## src/hdl/lmcs_pkg.sv

```systemverilog
// ----------------------------------------------------------------------------
// lmcs_pkg
// Shared types and constants for the LED matrix column scanner.
// ----------------------------------------------------------------------------
package lmcs_pkg;

	localparam int DATA_W  = 8;   // one byte per column
	localparam int ROWS    = 7;   // rows wired on the matrix
	localparam int SCAN_W  = 5;   // full width of a scan column index
	localparam int ROW_OUT = 7;   // row lines driven out

	localparam logic [2:0] OP_TICK  = 3'd0;
	localparam logic [2:0] OP_DRAW  = 3'd1;
	localparam logic [2:0] OP_CLEAR = 3'd2;
	localparam logic [2:0] OP_SWAP  = 3'd3;
	localparam logic [2:0] OP_LOAD  = 3'd4;

	typedef struct packed {
		logic [2:0]        op;
		logic signed [15:0] x;
		logic signed [15:0] y;
		logic              color;
		logic [7:0]        col_bits;
	} cmd_t;

	typedef struct packed {
		logic [6:0] row_drive;
		logic [2:0] col_addr;
		logic       select_low;
		logic       select_high;
	} res_t;

	// strobes from the sequencer to one buffer memory
	typedef struct packed {
		logic rd_en;
		logic wr_en;
		logic clr;
	} buf_ctl_t;

endpackage

```

## src/hdl/lmcs_buf.sv

```systemverilog
// ----------------------------------------------------------------------------
// lmcs_buf
// Column buffer: synchronous memory with registered read data, one write and
// one read port, per-entry valid bits so that reset and clear act at once.
// ----------------------------------------------------------------------------
module lmcs_buf
	import lmcs_pkg::*;
#(
	parameter int DEPTH = 16,
	parameter int AW    = 4
) (
	input  logic              clk,
	input  logic              arst_n,
	input  buf_ctl_t          ctl,
	input  logic [AW-1:0]     raddr,
	input  logic [AW-1:0]     waddr,
	input  logic [DATA_W-1:0] wdata,
	output logic [DATA_W-1:0] rdata
);

	logic [DATA_W-1:0] mem [DEPTH];
	logic [DEPTH-1:0]  vld_q;
	logic [DATA_W-1:0] rdata_q;
	logic              rvld_q;

	always_ff @(posedge clk) begin
		if (ctl.wr_en) begin
			mem[waddr] <= wdata;
		end
		if (ctl.rd_en) begin
			rdata_q <= mem[raddr];
		end
	end

	always_ff @(posedge clk or negedge arst_n) begin
		if (!arst_n) begin
			vld_q  <= '0;
			rvld_q <= 1'b0;
		end else begin
			if (ctl.clr) begin
				vld_q <= '0;
			end else if (ctl.wr_en) begin
				vld_q[waddr] <= 1'b1;
			end
			if (ctl.rd_en) begin
				rvld_q <= vld_q[raddr];
			end
		end
	end

	// never-written entries read as zero
	assign rdata = rdata_q & {DATA_W{rvld_q}};

`ifndef SYNTHESIS
	a_no_clr_wr: assert property (@(posedge clk) disable iff (!arst_n)
		!(ctl.clr && ctl.wr_en))
		else $error("clear and write in the same cycle");
	a_clr_empties: assert property (@(posedge clk) disable iff (!arst_n)
		ctl.clr |=> (vld_q == '0))
		else $error("valid bits survived a clear");
	a_wr_marks: assert property (@(posedge clk) disable iff (!arst_n)
		(ctl.wr_en && !ctl.clr) |=> vld_q[$past(waddr)])
		else $error("written entry not marked valid");
`endif

endmodule

```

## src/hdl/lmcs_ctrl.sv

```systemverilog
// ----------------------------------------------------------------------------
// lmcs_ctrl
// Sequencer: takes transactions, drives read-modify-write on the draw buffer,
// the swap copy sweep, and the scan counter and tick result.
// ----------------------------------------------------------------------------
module lmcs_ctrl
	import lmcs_pkg::*;
#(
	parameter int COLS = 16,
	parameter int AW   = 4
) (
	input  logic              clk,
	input  logic              arst_n,
	input  logic              start,
	output logic              busy,
	input  cmd_t              cmd,
	output res_t              result,
	output logic              result_strobe,
	output buf_ctl_t          draw_ctl,
	output logic [AW-1:0]     draw_raddr,
	output logic [AW-1:0]     draw_waddr,
	output logic [DATA_W-1:0] draw_wdata,
	input  logic [DATA_W-1:0] draw_rdata,
	output buf_ctl_t          shown_ctl,
	output logic [AW-1:0]     shown_raddr,
	output logic [AW-1:0]     shown_waddr,
	output logic [DATA_W-1:0] shown_wdata,
	input  logic [DATA_W-1:0] shown_rdata
);

	typedef enum logic [3:0] {
		S_IDLE  = 4'b0001,
		S_EXEC  = 4'b0010,
		S_COPY  = 4'b0100,
		S_DRAIN = 4'b1000
	} state_t;

	state_t            state_q;
	logic [AW-1:0]     scan_q;
	logic [AW-1:0]     cnt_q;
	logic [2:0]        op_s1;
	logic              ok_s1;
	logic [AW-1:0]     idx_s1;
	logic [DATA_W-1:0] mask_s1;
	logic              color_s1;
	logic [DATA_W-1:0] bits_s1;
	logic [AW-1:0]     col_s1;
	logic              wpend_s1;
	logic [AW-1:0]     waddr_s1;

	logic              accept;
	logic              x_ok;
	logic              y_ok;
	logic              cmd_ok;
	logic [AW-1:0]     x_idx;
	logic [SCAN_W-1:0] col_ext;
	logic              exec_draw;
	logic              exec_load;

	assign busy   = (state_q != S_IDLE);
	assign accept = start && !busy;

	assign x_ok   = !cmd.x[15] && (cmd.x[14:0] < 15'(COLS));
	assign y_ok   = !cmd.y[15] && (cmd.y[14:0] < 15'(ROWS));
	assign cmd_ok = (cmd.op == OP_DRAW) ? (x_ok && y_ok) : x_ok;
	assign x_idx  = cmd.x[AW-1:0];

	always_ff @(posedge clk or negedge arst_n) begin
		if (!arst_n) begin
			state_q  <= S_IDLE;
			scan_q   <= '0;
			cnt_q    <= '0;
			wpend_s1 <= 1'b0;
			op_s1    <= OP_TICK;
			ok_s1    <= 1'b0;
		end else begin
			// each sweep read is written back in the next cycle
			wpend_s1 <= (state_q == S_COPY);
			case (state_q)
				S_IDLE: begin
					if (accept) begin
						op_s1 <= cmd.op;
						ok_s1 <= cmd_ok;
						if (cmd.op == OP_SWAP) begin
							cnt_q   <= '0;
							state_q <= S_COPY;
						end else begin
							state_q <= S_EXEC;
						end
						if (cmd.op == OP_TICK) begin
							scan_q <= (scan_q == AW'(COLS - 1)) ? '0 : scan_q + 1'b1;
						end
					end
				end
				S_EXEC: begin
					state_q <= S_IDLE;
				end
				S_COPY: begin
					cnt_q <= cnt_q + 1'b1;
					if (cnt_q == AW'(COLS - 1)) begin
						state_q <= S_DRAIN;
					end
				end
				S_DRAIN: begin
					state_q <= S_IDLE;
				end
				default: begin
					state_q <= S_IDLE;
				end
			endcase
		end
	end

	// payload of the accepted transaction
	always_ff @(posedge clk) begin
		if (accept) begin
			idx_s1   <= x_idx;
			mask_s1  <= DATA_W'(1) << cmd.y[2:0];
			color_s1 <= cmd.color;
			bits_s1  <= cmd.col_bits;
			col_s1   <= scan_q;
		end
		if (state_q == S_COPY) begin
			waddr_s1 <= cnt_q;
		end
	end

	assign exec_draw = (state_q == S_EXEC) && (op_s1 == OP_DRAW) && ok_s1;
	assign exec_load = (state_q == S_EXEC) && (op_s1 == OP_LOAD) && ok_s1;

	// draw buffer: read at accept or during the sweep, write back in EXEC
	always_comb begin
		draw_ctl.rd_en = (accept && (cmd.op == OP_DRAW) && cmd_ok) || (state_q == S_COPY);
		draw_ctl.wr_en = exec_draw || exec_load;
		draw_ctl.clr   = (state_q == S_EXEC) && (op_s1 == OP_CLEAR);
		draw_raddr     = (state_q == S_COPY) ? cnt_q : x_idx;
		draw_waddr     = idx_s1;
		if (exec_load) begin
			draw_wdata = bits_s1;
		end else if (color_s1) begin
			draw_wdata = draw_rdata | mask_s1;
		end else begin
			draw_wdata = draw_rdata & ~mask_s1;
		end
	end

	// display buffer: tick reads, sweep writes in the cycle after its read
	always_comb begin
		shown_ctl.rd_en = accept && (cmd.op == OP_TICK);
		shown_ctl.wr_en = wpend_s1;
		shown_ctl.clr   = 1'b0;
		shown_raddr     = scan_q;
		shown_waddr     = waddr_s1;
		shown_wdata     = draw_rdata;
	end

	assign col_ext              = SCAN_W'(col_s1);
	assign result_strobe        = (state_q == S_EXEC) && (op_s1 == OP_TICK);
	assign result.row_drive     = shown_rdata[ROW_OUT-1:0];
	assign result.col_addr      = col_ext[2:0];
	assign result.select_low    = (col_ext < SCAN_W'(8));
	assign result.select_high   = (col_ext >= SCAN_W'(8)) && (col_ext < SCAN_W'(16));

`ifndef SYNTHESIS
	a_strobe_after_tick: assert property (@(posedge clk) disable iff (!arst_n)
		result_strobe |-> $past(start && !busy && (cmd.op == OP_TICK)))
		else $error("result without a tick transaction");
	a_scan_range: assert property (@(posedge clk) disable iff (!arst_n)
		scan_q <= AW'(COLS - 1))
		else $error("scan column out of range");
	a_draw_port: assert property (@(posedge clk) disable iff (!arst_n)
		!(draw_ctl.rd_en && draw_ctl.wr_en))
		else $error("draw buffer read and written together");
	a_copy_busy: assert property (@(posedge clk) disable iff (!arst_n)
		shown_ctl.wr_en |-> busy)
		else $error("display buffer written while idle");
`endif

endmodule

```

## src/hdl/led_matrix_column_scanner.sv

```systemverilog
// ----------------------------------------------------------------------------
// led_matrix_column_scanner
// Double-buffered LED matrix column multiplexer, top level.
// ----------------------------------------------------------------------------
// A transaction is taken when start is high and busy is low. For tick, draw
// pixel, clear and load column, the buffer memory is
// read in the accept cycle and written back (or the tick result shown) in
// the next, so busy is high for one cycle. Swap walks the draw buffer into
// the display buffer one column per cycle through the single read port,
// with busy high through the sweep and its drain state. A tick result appears on
// result with result_strobe high for exactly one cycle, the cycle after the
// tick is accepted; it is not held, so the receiver must take it then. Other
// operations give no result. Both buffers read as zero after reset and the
// draw buffer after a clear, at once: per-column valid bits, no clearing pass.
// ----------------------------------------------------------------------------
module led_matrix_column_scanner
	import lmcs_pkg::*;
#(
	parameter int COLS = 16
) (
	input  logic clk,
	input  logic arst_n,
	input  logic start,
	output logic busy,
	input  cmd_t cmd,
	output res_t result,
	output logic result_strobe
);

	// address width for the column buffers
	localparam int AW = (COLS > 1) ? $clog2(COLS) : 1;

	buf_ctl_t          draw_ctl;
	logic [AW-1:0]     draw_raddr;
	logic [AW-1:0]     draw_waddr;
	logic [DATA_W-1:0] draw_wdata;
	logic [DATA_W-1:0] draw_rdata;
	buf_ctl_t          shown_ctl;
	logic [AW-1:0]     shown_raddr;
	logic [AW-1:0]     shown_waddr;
	logic [DATA_W-1:0] shown_wdata;
	logic [DATA_W-1:0] shown_rdata;

	// sequencer: handshake, scan counter, read-modify-write and copy sweep
	lmcs_ctrl #(
		.COLS (COLS),
		.AW   (AW)
	) u_ctrl (
		.clk           (clk),
		.arst_n        (arst_n),
		.start         (start),
		.busy          (busy),
		.cmd           (cmd),
		.result        (result),
		.result_strobe (result_strobe),
		.draw_ctl      (draw_ctl),
		.draw_raddr    (draw_raddr),
		.draw_waddr    (draw_waddr),
		.draw_wdata    (draw_wdata),
		.draw_rdata    (draw_rdata),
		.shown_ctl     (shown_ctl),
		.shown_raddr   (shown_raddr),
		.shown_waddr   (shown_waddr),
		.shown_wdata   (shown_wdata),
		.shown_rdata   (shown_rdata)
	);

	// draw buffer: pixel writes, loads and clears land here
	lmcs_buf #(
		.DEPTH (COLS),
		.AW    (AW)
	) u_draw (
		.clk    (clk),
		.arst_n (arst_n),
		.ctl    (draw_ctl),
		.raddr  (draw_raddr),
		.waddr  (draw_waddr),
		.wdata  (draw_wdata),
		.rdata  (draw_rdata)
	);

	// display buffer: scanned by ticks, refreshed only by a swap
	lmcs_buf #(
		.DEPTH (COLS),
		.AW    (AW)
	) u_shown (
		.clk    (clk),
		.arst_n (arst_n),
		.ctl    (shown_ctl),
		.raddr  (shown_raddr),
		.waddr  (shown_waddr),
		.wdata  (shown_wdata),
		.rdata  (shown_rdata)
	);

endmodule

```

## config.mk

```make
export PLATFORM = sky130hd
export DESIGN_NAME = led_matrix_column_scanner
export DESIGN_NICKNAME = d
export VERILOG_FILES = /design/src/hdl/lmcs_pkg.sv /design/src/hdl/lmcs_buf.sv /design/src/hdl/lmcs_ctrl.sv /design/src/hdl/led_matrix_column_scanner.sv
export SDC_FILE = /design/constraint.sdc
export NUM_CORES = 1
export LEC_CHECK = 0
export BUFFER_PORTS_ARGS = -buffer_cell sky130_fd_sc_hd__buf_2
export CAP_MARGIN = 20
export CORE_UTILIZATION = 25
export DETAILED_ROUTE_END_ITERATION = 6
export GPL_TIMING_DRIVEN = 0
export SETUP_SLACK_MARGIN = 0.2
export SYNTH_ARGS = -nofsm -noshare
export SYNTH_HDL_FRONTEND = slang
export SYNTH_SLANG_ARGS = --single-unit
```

## constraint.sdc

```tcl
create_clock -name clk -period 7.1 [get_ports clk]
set_input_delay 0.355 -clock clk [delete_from_list [all_inputs] [get_ports clk]]
set_output_delay 0.355 -clock clk [all_outputs]
set_load 0.005 [all_outputs]
```

==> reports/results.tsv <==
metric	value	unit
outcome	finished, final reports clean	
drt wl/cell	17.5	µm
pin count of the biggest net entering global routing	30	
Synth Instances	810	
CTS tree	done	
ranking of synthesized cells by area	edfxtp_1 (62%), dfrtp_1 (9.8%), mux4_2 (5.8%)	
placed cell area	14000	µm²
post-synthesis cell area	12700	µm²
design area	15000	µm²
Yosys reg bits	316	
CTS sink count	316	
final wirelength	28.4	mm
Via Count	7218	
worst-skew pair later-pin latency	0.56	ns
Seq pwr share	0.507	
Congestion Overflow GR	0	
DIE HEIGHT	228	µm
antenna-violating nets left	0	
Area Overhead vs Synth	17.8	%
layout cells sized above 1	0.219	
cts bufs inserted	29	
Worst R2R Path Depth	6	
Pleak	5.30	nW
# IOs	61	
Crit Reg-Reg Startpoint	u_ctrl.state_q[3]	
Worst slew margin	0.392	
register area share after synthesis	0.725	
Chip Width	228	µm
crit path DAT	3.57	ns
Initial Utilization	0.254	
critical-path maximum fanout	5	
Crit Path Category	reg -> reg	
synth unique cells	53	
Worst Hold Class	in -> reg	
Sw Ratio	0.257	
critical path's largest stage delay	0.70	ns
internal power	3.19	mW
period utilization	0.466	
Final Skew	0.0177	ns
YS warnings	0	
RSZ-0062 raised after global routing	false	
first-pass GRT wire length	43.9	mm
CP Capture Point	u_draw.mem[0][0]	
Peak VDD IR	0.152	mV
Avg Inst Size Synth	15.7	µm²
vias in the first global route	7386	
cell accounting for the most synthesized area	edfxtp_1	
worst-path cell chain	or4b_2, nor4b_1, nor2b_1, nand2b_1, nor3_1, buf_4	
Yosys top cell area share	0.625	
CTS max path bufs	3	
post-detail-place hpwl	19.2	mm
Crit path required time	7.36	ns
Top FF cell, synth	edfxtp_1	
Tmin final	3.31	ns
Startpoint Class	flip-flop	
Final #Nets	974	
Syn Nets	859	
logic gate share of total power	0.156	
die area	51800	µm²
core area	50200	µm²
commonest cells after routing, fill and taps aside	edfxtp_1 (265), nand2_1 (101), buf_2 (71), dfrtp_1 (50), nor2_1 (40)	
Clock transition at path regs	0.06	ns
All-Layer GR Usage	0.110	
FFs w/ async S/R, synth	0.161	
routability cong.	0.808	
CTS H-Tree Depth	1	
Port Buffers	59	
fmax	302	MHz
pwr/cell area	286	nW/µm²
Post-synth EDFFs	265	
fill count	4953	
final-report setup violation count	0	
Root Buffer	clkbuf_16	
Clock Power Share	0.337	
Via density	4.46	
post-CTS setup buffer count	0	
CP Capture Type	flip-flop	
worst slew pin tran	0.911	ns
Critical path origin	u_ctrl.state_q[3]	
Max Cap Viol	0	
Final Slew Violations	0	
setup TNS	0	ns
initial antenna violation count	0	
Initial DRT Pass Iterations	5	
commonest non-fill, non-tap cell in the layout	edfxtp_1	
row count	82	
worst r2r dst	u_draw.mem[0][0]	
Remaining DRCs	0	
Switching Power	1.11	mW
Slowest-stage cell, CP	or4b_2	
reg-to-reg slack, setup	3.79	ns
drt initial violations	665	
Hold Vio Cnt, Final	0	
-- cell type report --
type	instances	area (µm²)	share of cell area
flip-flops and latches	316	9240	0.616
multi-input cells	455	3290	0.220
repair buffers	84	542	0.0361
diodes	1	2.50	0.000167
clock buffers	41	811	0.0540
well taps	672	841	0.0560
plain buffers	34	204	0.0136
clock inverters	11	53.8	0.00359
inverters	5	18.8	0.00125
-- per-layer routing --
layer	track usage	wire length, µm	vias to the layer above
met4	0.0300	617	0
met3	0.0188	1190	41
met5	0	0	-
li1	-	-	3338
met2	0.181	13600	155
met1	0.149	13000	3684
-- worst max-delay path, delay by kind of cell (launching register included) --
family                 cells  cell delay, ns
AND/OR/NAND/NOR            5            2.35
flip-flops                 1            0.40
buffers and inverters      1            0.28
-- Yosys cell counts (3+ instances only) --
cell type,n
edfxtp_1,265
nor4_1,6
mux2_2,12
nand4_1,9
nor3_1,14
inv_1,4
a22oi_1,14
buf_2,9
or2_2,16
buf_6,5
a221oi_1,7
nand2b_1,12
mux2i_1,35
buf_4,3
nor3b_1,4
nor2_1,40
o21a_1,16
nand3_1,34
clkbuf_1,14
and2_1,15
mux2_4,3
nand2_1,101
dfrtp_1,50
nand3b_1,5
a21oi_1,14
mux4_2,33
o21ai_0,33
-- worst min path at each step --
stage,endpoint,cells after the start,from
floorplan,u_ctrl.cnt_q[0],0,arst_n
detailed placement,u_ctrl.ok_s1,1,arst_n
CTS,u_ctrl.draw_waddr[3],1,cmd[28]
global route,u_ctrl.draw_waddr[3],1,cmd[28]
finish,u_ctrl.state_q[1],2,cmd[41]
global placement,u_ctrl.shown_waddr[2],0,u_ctrl.cnt_q[2]
-- logic make-up (layout without fill, tap and decap cells) --
| kind of cell | after synthesis | in the layout | share of synthesized area |
|---|---|---|---|
| xor gates and xnor gates | 4 | 4 | 0.00275 |
| AOI/OAI and AO/OA | 94 | 94 | 0.0477 |
| DFF | 316 | 316 | 0.725 |
| muxes | 83 | 83 | 0.100 |
| and+or+nand+nor | 272 | 272 | 0.105 |
| adders and majority gates | 2 | 2 | 0.00196 |
| other | 0 | 1 | 0 |
| buffers and inverters | 39 | 175 | 0.0175 |
-- metrics by stage --
step                      cells  hold slack (ns)  setup WS [ns]  utilization  power, mW
after floorplan             810           0.0594           4.39            -       2.64
after global placement     1541            0.433           3.48        0.276       2.86
after detailed placement   1556            0.397           3.75        0.280       2.89
after CTS                  1617           0.0450           3.72        0.299       4.33
after global routing       1618           0.0395           3.54        0.299       4.46
final                      1619           0.0712           3.79        0.299       4.30
-- timing repair --
action	CTS	global route
hold buffers	9	0
resized for setup	0	0
endpoints found under the hold margin	30	0
-- registers in the layout (all words and copies together), names as in the netlist, 3 cells and up --
signal,cells
u_draw.rdata_q,7
u_shown.mem,112
u_ctrl.bits_s1,7
u_ctrl.state_q,4
u_shown.vld_q,16
u_ctrl.mask_s1,7
u_ctrl.shown_waddr,4
u_ctrl.cnt_q,4
u_ctrl.col_s1,4
u_ctrl.shown_raddr,4
u_draw.mem,112
u_ctrl.op_s1,3
u_ctrl.draw_waddr,4
u_draw.vld_q,16
u_shown.rdata_q,7
-- power groups by stage --
stage                     combinational (mW)  sequential, mW  clock, mW
after floorplan                        0.443            2.20          0
after global placement                 0.649            2.22          0
after detailed placement               0.675            2.21          0
after CTS                              0.682            2.18       1.48
after global routing                   0.733            2.18       1.55
final                                  0.670            2.18       1.45
(Power assumes the default switching activity.)
